**src/rtl/ows_pkg.sv**
```systemverilog
`default_nettype none

package ows_pkg;

    localparam int MAX_DEVICES = 8;
    localparam int ID_BYTES    = 8;
    localparam int TOTAL_BITS  = ID_BYTES * 8;
    localparam int POS_W       = 7;
    localparam int CNT_W       = $clog2(MAX_DEVICES + 1);
    localparam logic [63:0] ROM_MASK =
        (TOTAL_BITS >= 64) ? {64{1'b1}} : ((64'd1 << TOTAL_BITS) - 64'd1);

    typedef enum logic [1:0] {
        CMD_START    = 2'd0,
        CMD_PRESENCE = 2'd1,
        CMD_BITS     = 2'd2
    } cmd_t;

    typedef enum logic [1:0] {
        PH_IDLE  = 2'd0,
        PH_AWAIT = 2'd1,
        PH_BITS  = 2'd2
    } phase_t;

    typedef enum logic [2:0] {
        ST_OK          = 3'd0,
        ST_BOTH_ONE    = 3'd1,
        ST_NO_PRESENCE = 3'd2,
        ST_FULL        = 3'd3,
        ST_UNEXPECTED  = 3'd4
    } status_t;

    typedef struct packed {
        logic [63:0]      id_pattern;
        logic [POS_W-1:0] last_fork;
        logic [POS_W-1:0] new_fork;
        logic [POS_W-1:0] bit_position;
        logic [CNT_W-1:0] found_count;
        phase_t           phase;
    } ows_state_t;

    typedef struct packed {
        logic        write_bit;
        logic        pass_done;
        logic [63:0] rom_id;
        logic [2:0]  device_index;
        logic        search_done;
        logic [3:0]  device_count;
        logic [2:0]  status;
    } ows_result_t;

endpackage

`default_nettype wire

```
**src/rtl/ows_step.sv**
```systemverilog
`default_nettype none

module ows_step (
    input  wire ows_pkg::ows_state_t  state,
    input  wire logic [1:0]           cmd,
    input  wire logic                 presence,
    input  wire logic                 bit_true,
    input  wire logic                 bit_complement,
    output ows_pkg::ows_state_t       state_next,
    output ows_pkg::ows_result_t      result
);
    import ows_pkg::*;

    logic [POS_W-1:0] pos;
    logic [63:0]      mask;
    logic [63:0]      id_new;
    logic [POS_W-1:0] fork_new;
    logic             wbit;
    logic [CNT_W-1:0] count_inc;
    logic             pass_end;

    assign pos       = state.bit_position + POS_W'(1);
    assign mask      = 64'd1 << state.bit_position[5:0];
    assign count_inc = state.found_count + CNT_W'(1);
    assign pass_end  = (pos >= POS_W'(TOTAL_BITS));

    // direction choice for one bit pair
    always_comb begin
        id_new   = state.id_pattern;
        fork_new = state.new_fork;
        if (!bit_true && !bit_complement) begin
            if (pos == state.last_fork) begin
                id_new = state.id_pattern | mask;
            end else if (pos > state.last_fork) begin
                id_new   = state.id_pattern & ~mask;
                fork_new = pos;
            end else if ((state.id_pattern & mask) == 64'd0) begin
                fork_new = pos;
            end
        end else if (bit_true) begin
            id_new = state.id_pattern | mask;
        end else begin
            id_new = state.id_pattern & ~mask;
        end
        wbit = |(id_new & mask);
    end

    always_comb begin
        state_next          = state;
        result.write_bit    = 1'b0;
        result.pass_done    = 1'b0;
        result.rom_id       = 64'd0;
        result.device_index = 3'd0;
        result.search_done  = 1'b0;
        result.status       = ST_OK;
        case (cmd)
            CMD_START: begin
                state_next.id_pattern   = 64'd0;
                state_next.last_fork    = '0;
                state_next.new_fork     = '0;
                state_next.bit_position = '0;
                state_next.found_count  = '0;
                state_next.phase        = PH_AWAIT;
            end
            CMD_PRESENCE: begin
                if (state.phase != PH_AWAIT) begin
                    result.status = ST_UNEXPECTED;
                end else if (!presence) begin
                    state_next.found_count = '0;
                    state_next.phase       = PH_IDLE;
                    result.search_done     = 1'b1;
                    result.status          = ST_NO_PRESENCE;
                end else begin
                    state_next.bit_position = '0;
                    state_next.new_fork     = '0;
                    state_next.phase        = PH_BITS;
                end
            end
            CMD_BITS: begin
                if (state.phase != PH_BITS) begin
                    result.status = ST_UNEXPECTED;
                end else if (bit_true && bit_complement) begin
                    state_next.phase   = PH_IDLE;
                    result.search_done = 1'b1;
                    result.status      = ST_BOTH_ONE;
                end else begin
                    state_next.id_pattern   = id_new;
                    state_next.new_fork     = fork_new;
                    state_next.bit_position = pos;
                    result.write_bit        = wbit;
                    if (pass_end) begin
                        state_next.found_count = count_inc;
                        state_next.last_fork   = fork_new;
                        result.pass_done       = 1'b1;
                        result.rom_id          = id_new & ROM_MASK;
                        result.device_index    = state.found_count[2:0];
                        if (fork_new == '0) begin
                            result.search_done = 1'b1;
                            state_next.phase   = PH_IDLE;
                        end else if (count_inc >= CNT_W'(MAX_DEVICES)) begin
                            result.search_done = 1'b1;
                            result.status      = ST_FULL;
                            state_next.phase   = PH_IDLE;
                        end else begin
                            state_next.phase = PH_AWAIT;
                        end
                    end
                end
            end
            default: begin
                result.status = ST_UNEXPECTED;
            end
        endcase
        result.device_count = 4'(state_next.found_count);
    end

endmodule

`default_nettype wire

```
**src/rtl/ows_out_reg.sv**
```systemverilog
`default_nettype none

module ows_out_reg (
    input  wire logic                 aclk,
    input  wire logic                 aresetn,
    input  wire logic                 load,
    input  wire ows_pkg::ows_result_t result_in,
    input  wire logic                 m_ready,
    output logic                      m_valid,
    output logic                      can_load,
    output ows_pkg::ows_result_t      result_out
);
    import ows_pkg::*;

    logic        valid_reg;
    logic        valid_next;
    ows_result_t data_reg;

    // a new word may enter when the held one leaves in the same cycle
    assign can_load   = !valid_reg || m_ready;
    assign valid_next = load || (valid_reg && !m_ready);

    always_ff @(posedge aclk) begin
        if (!aresetn) begin
            valid_reg <= 1'b0;
        end else begin
            valid_reg <= valid_next;
        end
    end

    always_ff @(posedge aclk) begin
        if (load) begin
            data_reg <= result_in;
        end
    end

    assign m_valid    = valid_reg;
    assign result_out = data_reg;

endmodule

`default_nettype wire

```
**src/rtl/onewire_rom_search.sv**
```systemverilog
// a result word is valid in the cycle after its input word is accepted
// throughput: one word per cycle; a word is taken while the previous result
//   waits, as long as the output register empties in that same cycle
// the single output register and the combinational bit-pair decision set the rate
// reset (aresetn low, synchronous): search state cleared, phase idle, no result held
`default_nettype none

module onewire_rom_search (
    input  wire logic        aclk,
    input  wire logic        aresetn,
    input  wire logic        s_valid,
    output logic             s_ready,
    input  wire logic [1:0]  s_cmd,
    input  wire logic        s_presence,
    input  wire logic        s_bit_true,
    input  wire logic        s_bit_complement,
    output logic             m_valid,
    input  wire logic        m_ready,
    output logic             m_write_bit,
    output logic             m_pass_done,
    output logic [63:0]      m_rom_id,
    output logic [2:0]       m_device_index,
    output logic             m_search_done,
    output logic [3:0]       m_device_count,
    output logic [2:0]       m_status
);
    import ows_pkg::*;

    ows_state_t  state_reg;
    ows_state_t  state_next;
    ows_result_t step_result;
    ows_result_t out_result;
    logic        s_fire;

    assign s_fire = s_valid && s_ready;

    ows_step u_step (
        .state          (state_reg),
        .cmd            (s_cmd),
        .presence       (s_presence),
        .bit_true       (s_bit_true),
        .bit_complement (s_bit_complement),
        .state_next     (state_next),
        .result         (step_result)
    );

    always_ff @(posedge aclk) begin
        if (!aresetn) begin
            state_reg.id_pattern   <= 64'd0;
            state_reg.last_fork    <= '0;
            state_reg.new_fork     <= '0;
            state_reg.bit_position <= '0;
            state_reg.found_count  <= '0;
            state_reg.phase        <= PH_IDLE;
        end else if (s_fire) begin
            state_reg <= state_next;
        end
    end

    ows_out_reg u_out (
        .aclk       (aclk),
        .aresetn    (aresetn),
        .load       (s_fire),
        .result_in  (step_result),
        .m_ready    (m_ready),
        .m_valid    (m_valid),
        .can_load   (s_ready),
        .result_out (out_result)
    );

    assign m_write_bit    = out_result.write_bit;
    assign m_pass_done    = out_result.pass_done;
    assign m_rom_id       = out_result.rom_id;
    assign m_device_index = out_result.device_index;
    assign m_search_done  = out_result.search_done;
    assign m_device_count = out_result.device_count;
    assign m_status       = out_result.status;

    // bit position never runs past the id length while pairs are read
    a_pos_range: assert property (@(posedge aclk) disable iff (!aresetn)
        state_reg.phase == PH_BITS |-> state_reg.bit_position < POS_W'(TOTAL_BITS))
        else $error("bit position past id length");

    // a start word always leads to the await phase with an empty table
    a_start: assert property (@(posedge aclk) disable iff (!aresetn)
        s_fire && s_cmd == CMD_START |=>
            state_reg.phase == PH_AWAIT && state_reg.found_count == '0)
        else $error("start did not reset the search");

    // id only reported with a completed pass
    a_rom_zero: assert property (@(posedge aclk) disable iff (!aresetn)
        m_valid && !m_pass_done |-> m_rom_id == 64'd0)
        else $error("rom id without pass done");

    // a full table ends the search on a completed pass
    a_full: assert property (@(posedge aclk) disable iff (!aresetn)
        m_valid && m_status == ST_FULL |-> m_pass_done && m_search_done)
        else $error("table full without pass and search done");

    // an ignored word never ends the search
    a_unexp: assert property (@(posedge aclk) disable iff (!aresetn)
        m_valid && m_status == ST_UNEXPECTED |-> !m_search_done && !m_pass_done)
        else $error("unexpected word changed search");

endmodule

`default_nettype wire
```
**config.mk**
```make
export PLATFORM = sky130hd
export DESIGN_NAME = onewire_rom_search
export DESIGN_NICKNAME = d
export VERILOG_FILES = /design/src/rtl/ows_pkg.sv /design/src/rtl/ows_step.sv /design/src/rtl/ows_out_reg.sv /design/src/rtl/onewire_rom_search.sv
export SDC_FILE = /design/constraint.sdc
export NUM_CORES = 1
export LEC_CHECK = 0
export BUFFER_PORTS_ARGS = -buffer_cell sky130_fd_sc_hd__clkbuf_2
export CAP_MARGIN = 15
export CORE_MARGIN = 2
export CORE_UTILIZATION = 60
export DETAILED_ROUTE_END_ITERATION = 10
export GPL_TIMING_DRIVEN = 0
export PLACE_DENSITY = 0.77
export SETUP_SLACK_MARGIN = 0.3
export SYNTH_ARGS = -nofsm -noshare
export SYNTH_HDL_FRONTEND = slang
export SYNTH_SLANG_ARGS = --single-unit
```
**constraint.sdc**
```tcl
create_clock -name aclk -period 4.9 [get_ports aclk]
set_input_delay 0.245 -clock aclk [delete_from_list [all_inputs] [get_ports aclk]]
set_output_delay 0.245 -clock aclk [all_outputs]
set_load 0.1 [all_outputs]
```
* Word-level counts from Yosys, hierarchy flattened
Cells that the tools add are included.
** Cells by class
- Eq/ne operators :: 11
- Reductions and logical operators :: 22
- Order comparisons :: 3
- Shift operators :: 1
- $add $sub $neg :: 2
- Multiplexer cells :: 37
- Bitwise logic cells :: 7
** Operators with widths (count)
- $mux 64 :: 4
- $and 64x64->64 :: 3
- $pmux 71 s2 :: 1
- $mux 91 :: 1
- $mux 89 :: 1
- $mux 69 :: 1
- $logic_not 64->1 :: 1
- $not 64->64 :: 1
- $or 64x64->64 :: 1
- $reduce_or 64->1 :: 1
- $shl 1x6->64 const A :: 1
- $pmux 20 s3 :: 1
- $mux 7 :: 5
- $mux 20 :: 1
- $mux 3 :: 5
- $mux 14 :: 1
- $ne 2x2->1 const B :: 5
- $reduce_and 5->1 :: 2
- $pmux 3 s3 :: 1
- $mux 1 :: 8
- $mux 2 :: 4
- $add 7x1->7 const B :: 1
- $eq 7x7->1 :: 1
- $ge 7x7->1 const B :: 1
- other kinds (22) :: 31
** Word-level totals
- Input port bits :: 9
- Register bits :: 169
- Output and inout port bits :: 79

* Logic depth before layout (Yosys ltp)
- Depth after elaboration :: 13
- Depth in mapped cells :: 17
- Gate-level depth less buffers :: 13

* Cells and area by module
From an unflattened synthesis, not the netlist that was laid out.
** Second synthesis, totals
- Cell total of the unflattened synthesis :: 1383
- Area total of the unflattened synthesis :: 11539.8 sq um
** By module, submodules not included
- ows_step :: times used 1, cells each 887, area each 5376.4 sq um, sequential area each 0.0 sq um
- onewire_rom_search :: times used 1, cells each 415, area each 3802.4 sq um, sequential area each 1821.7 sq um
- ows_out_reg :: times used 1, cells each 81, area each 2361.0 sq um, sequential area each 2332.2 sq um

* Least setup slack after synthesis
OpenSTA, ideal clock, no wires.
- Kind :: reg2reg
- Start :: reg u_out.valid_reg (netlist: u_out.m_valid)
- End :: reg state_reg[59] in the netlist's numbering
- Arrival :: 5.183 ns
- Library setup time :: 0.122 ns
- Path buffers :: 2
- Period minus slack after synthesis :: 5.305 ns
- Path slack :: -0.405 ns
- Cell stages (with the launch flop) :: 10
- Cells stage by stage :: dfxtp_1 nand2b_1 nand2_1 clkinv_1 nand2_1 nor2_1 clkbuf_1 clkbuf_1 nand3_1 o21ai_0
** On the way
- Word-level cells in the longest chain between the ends :: 4
** RTL lines
- start, declared :: RTL line ows_out_reg.sv:15 : logic valid_reg;
- start signal, assigned :: RTL line ows_out_reg.sv:27 : valid_reg <= valid_next;
- $logic_not 1->1 :: RTL line ows_out_reg.sv:20 : assign can_load = !valid_reg || m_ready;
- $logic_or 1x1->1 :: RTL line ows_out_reg.sv:20
- via s_ready :: RTL line onewire_rom_search.sv:12 : output logic s_ready,
- $logic_and 1x1->1 :: RTL line onewire_rom_search.sv:35 : assign s_fire = s_valid && s_ready;
- via s_fire :: RTL line onewire_rom_search.sv:33 : logic s_fire;
- $reduce_and 4->1 (no line)
- end signal, assigned :: RTL line onewire_rom_search.sv:56 : state_reg <= state_next;
- end, declared :: RTL line onewire_rom_search.sv:29 : ows_state_t state_reg;
The timed path passes the listed nets, and every way through them passes these cells.
A chain may end at the register's enable or synchronous reset.

* Worst setup path after layout
- Start :: reg state_reg[10] in the netlist's numbering
- End :: reg u_out.data_reg (netlist bit u_out.result_out[48]) (data pin)
** On the way
- Word-level cells in the longest chain between the ends :: 6
- Elaborated cells on any way between the ends :: 14
- Classes of those cells :: add/sub (1); order compare (2); eq/ne (1); shift (1); mux (4); bitwise (4); reduce/logical (1)
** RTL lines
- branches (longest 6 deep; another with $add 7x1->7)
- end signal, assigned :: RTL line ows_out_reg.sv:33 : data_reg <= result_in;
- end, declared :: RTL line ows_out_reg.sv:17 : ows_result_t data_reg;
Several ways; the timed one is not identified.

==> results.sh <==
export IMPL_clock_latency_ps=440
export IMPL_hold_end="u_out.m_valid"
export IMPL_ff2ff_setup_slack_ps=390
export IMPL_synth_cells=1127
export IMPL_period_share=0.921
export IMPL_min_path_cells=3
export IMPL_start_kind="register"
export IMPL_ys_warn_count=0
export IMPL_synthTopCellsByCount="nand2_1 (191), nor2_1 (115), dfxtp_1 (92)"
export IMPL_ys_ff_latch=169
export IMPL_setup_viol=0
export IMPL_synth_nets=1154
export IMPL_grt_antenna_before_repair=0
export IMPL_finalHoldViolations=0
export IMPL_drt_iter0_markers=1397
export IMPL_grt_pass1_wl_um=51800
export IMPL_netlist_area_um2=9490
export IMPL_ys_types=74
export IMPL_critPathKind="reg2reg"
export IMPL_reg2regPathDepth=16
export IMPL_dieArea_um2=16800
export IMPL_wire_per_inst_um=23.5
export IMPL_clkTransAtPathRegs_ps=60
export IMPL_yosys_area_top_type="edfxtp_1"
export IMPL_final_nets=1261
export IMPL_cts_hold_buf=0
export IMPL_drv_slew=0
export IMPL_top_layer_used="met4"
export IMPL_synth_top_area_share=0.244
export IMPL_largest_register_ffs=91
export IMPL_area_growth_pct=13.7
export IMPL_crit_path_end_kind="register"
export IMPL_total_power_mw=3.22
export IMPL_cts_root_buf="clkbuf_16"
export IMPL_slew_headroom=0.362
export IMPL_rows=45
export IMPL_avgSynthCellArea_um2=8.42
export IMPL_clockBufferDepth=2
export IMPL_crit_fanout=10
export IMPL_fin_crit_ps=4510
export IMPL_r2r_start="state_reg[10]"
export IMPL_cts_setup_buffers=0
export IMPL_diodes=0
export IMPL_clock_skew_ps=11.4
export IMPL_core_region_area_um2=15300
export IMPL_cts_inserted_buffers=17
export IMPL_synthTopCellsByArea="edfxtp_1 (24%), dfxtp_1 (19%), nand2_1 (7.6%)"
export IMPL_power_leakage_nw=3.68
export IMPL_yosysSeqAreaShare=0.438
export IMPL_vias=9660
export IMPL_ir_drop_uv=285
export IMPL_grt_ovfl_total=0
export IMPL_hpwlAfterDp_um=25400
export IMPL_rsz0062_at_grt="false"
export IMPL_firstDrtPassIters=9
export IMPL_cp_arrival_ps=4670
export IMPL_wl_met3_um=4500
export IMPL_worstMarginPinSlew_ps=949
export IMPL_min_from="s_valid"
export IMPL_grt_pass1_vias=8869
export IMPL_post_place_ws_ps=-172
export IMPL_async_reset_ff_frac=0
export IMPL_cts_sinks=169
export IMPL_worstReg2RegEnd="u_out.result_out[48]"
export IMPL_grt_usage=0.414
export IMPL_initial_core_util=0.620
export IMPL_dieHeight_um=130
export IMPL_wl_met2_um=14800
export IMPL_synthFlopType="dfxtp_1"
export IMPL_wl_um=34300
export IMPL_htree_num_levels=4
export IMPL_grt_max_degree=53
export IMPL_drive_above_1_share=0.128
export IMPL_hp_class="in2reg"
export IMPL_die_x_um=130
export IMPL_power_density_nw_per_um2=298
export IMPL_yosysMostFrequentCell="nand2_1"
export IMPL_tns_ps=0
export IMPL_drc=0
export IMPL_cts_resized=3
export IMPL_max_freq_mhz=222
export IMPL_status="finished clean"
export IMPL_drt_met1_wl_um=13100
export IMPL_routed_via_density=6.63
export IMPL_required_ps=5050
export IMPL_synth_edf_count=77
export IMPL_io_buffer_count=87
export IMPL_final_antenna_net_count=0
export IMPL_gp_congestion=1.08
export IMPL_ios=88
export IMPL_maxCapViolations=0
export IMPL_cts_tree="built"
export IMPL_fin_ws_ps=388
==> critical path: stages, from the launching register on <==
cell,delay [ps]
dfxtp_1,330
buf_6,130
buf_6,150
buf_6,160
buf_4,210
clkbuf_2,330
nand4_1,200
xnor2_2,230
ha_1,370
nand4_1,160
a21o_1,210
nand3_1,160
clkbuf_1,510
buf_1,450
nand2_1,210
a22oi_1,310
nor2_1,80
==> final cells by class <==
| type | count | area (µm²) |
|---|---|---|
| repair buffers | 88 | 463 |
| flip-flops and latches | 169 | 4150 |
| multi-input cells | 845 | 4840 |
| clock buffers | 20 | 447 |
| well taps | 211 | 264 |
| plain buffers | 84 | 409 |
| fillers | 1203 | 4520 |
| inverters | 29 | 110 |
| clock inverters | 12 | 114 |
==> cell usage in the layout (no fill, tap or decap), types with 13 or more instances in the layout <==
master | synthesis | routed
nand2_1 | 191 | 191
nor2_1 | 115 | 114
dfxtp_1 | 92 | 92
clkbuf_2 | 0 | 91
o21ai_0 | 87 | 86
edfxtp_1 | 77 | 77
a21oi_1 | 70 | 70
a22oi_1 | 58 | 58
clkbuf_1 | 55 | 53
nand3_1 | 47 | 47
a21boi_0 | 40 | 40
inv_1 | 26 | 26
nor2b_1 | 18 | 18
and2_1 | 18 | 18
ha_1 | 18 | 18
clkbuf_16 | 0 | 17
mux2i_1 | 14 | 14
nand4_1 | 13 | 13
==> metal layers <==
metal  vias to the layer above  GRT usage
li1                       4277          -
met1                      4444      0.548
met2                       793      0.619
met3                       146      0.110
met4                         0      0.230
met5                         -          0
==> kinds of logic after synthesis <==
logic type,count (synthesis),share of synthesized area
and+or+nand+nor,461,0.222
AOI/OAI and AO/OA,346,0.242
DFF,169,0.438
buffers and inverters,113,0.0539
adders and majority gates,18,0.0237
muxes,15,0.0159
xor gates and xnor gates,5,0.00461
==> worst max path at each step <==
| stage | depth (start not counted) | from | to | slack [ps] |
|---|---|---|---|---|
| 2_1_floorplan | 8 | u_out.m_valid | state_reg[60] | 570 |
| 3_3_place_gp | 16 | state_reg[10] | u_out.result_out[17] | -170 |
| 3_5_place_dp | 16 | state_reg[10] | u_out.result_out[17] | -170 |
| 4_1_cts | 15 | state_reg[10] | u_out.result_out[7] | 440 |
| 5_1_grt | 16 | state_reg[10] | u_out.result_out[48] | 300 |
| 6_report | 16 | state_reg[10] | u_out.result_out[48] | 390 |
==> per-stage QoR <==
step | hold WS (ps) | cells | utilization | cell area (µm²)
detailed placement | 442 | 1426 | 0.667 | 10200
global placement | 435 | 1425 | 0.666 | 10200
finish | 72.4 | 1458 | 0.705 | 10800
floorplan | 384 | 1127 | - | 9490
CTS | 83.0 | 1458 | 0.704 | 10800
global route | 102 | 1458 | 0.705 | 10800
==> report_power, final <==
part / internal [mW] / switching (mW) / total (mW) / leakage (nW)
clock network: 0.719 / 0.594 / 1.31 / 0.276
logic: 0.0517 / 0.340 / 0.392 / 1.90
registers: 1.51 / 0.0103 / 1.52 / 1.50
Power figures use the tool's default switching activity.
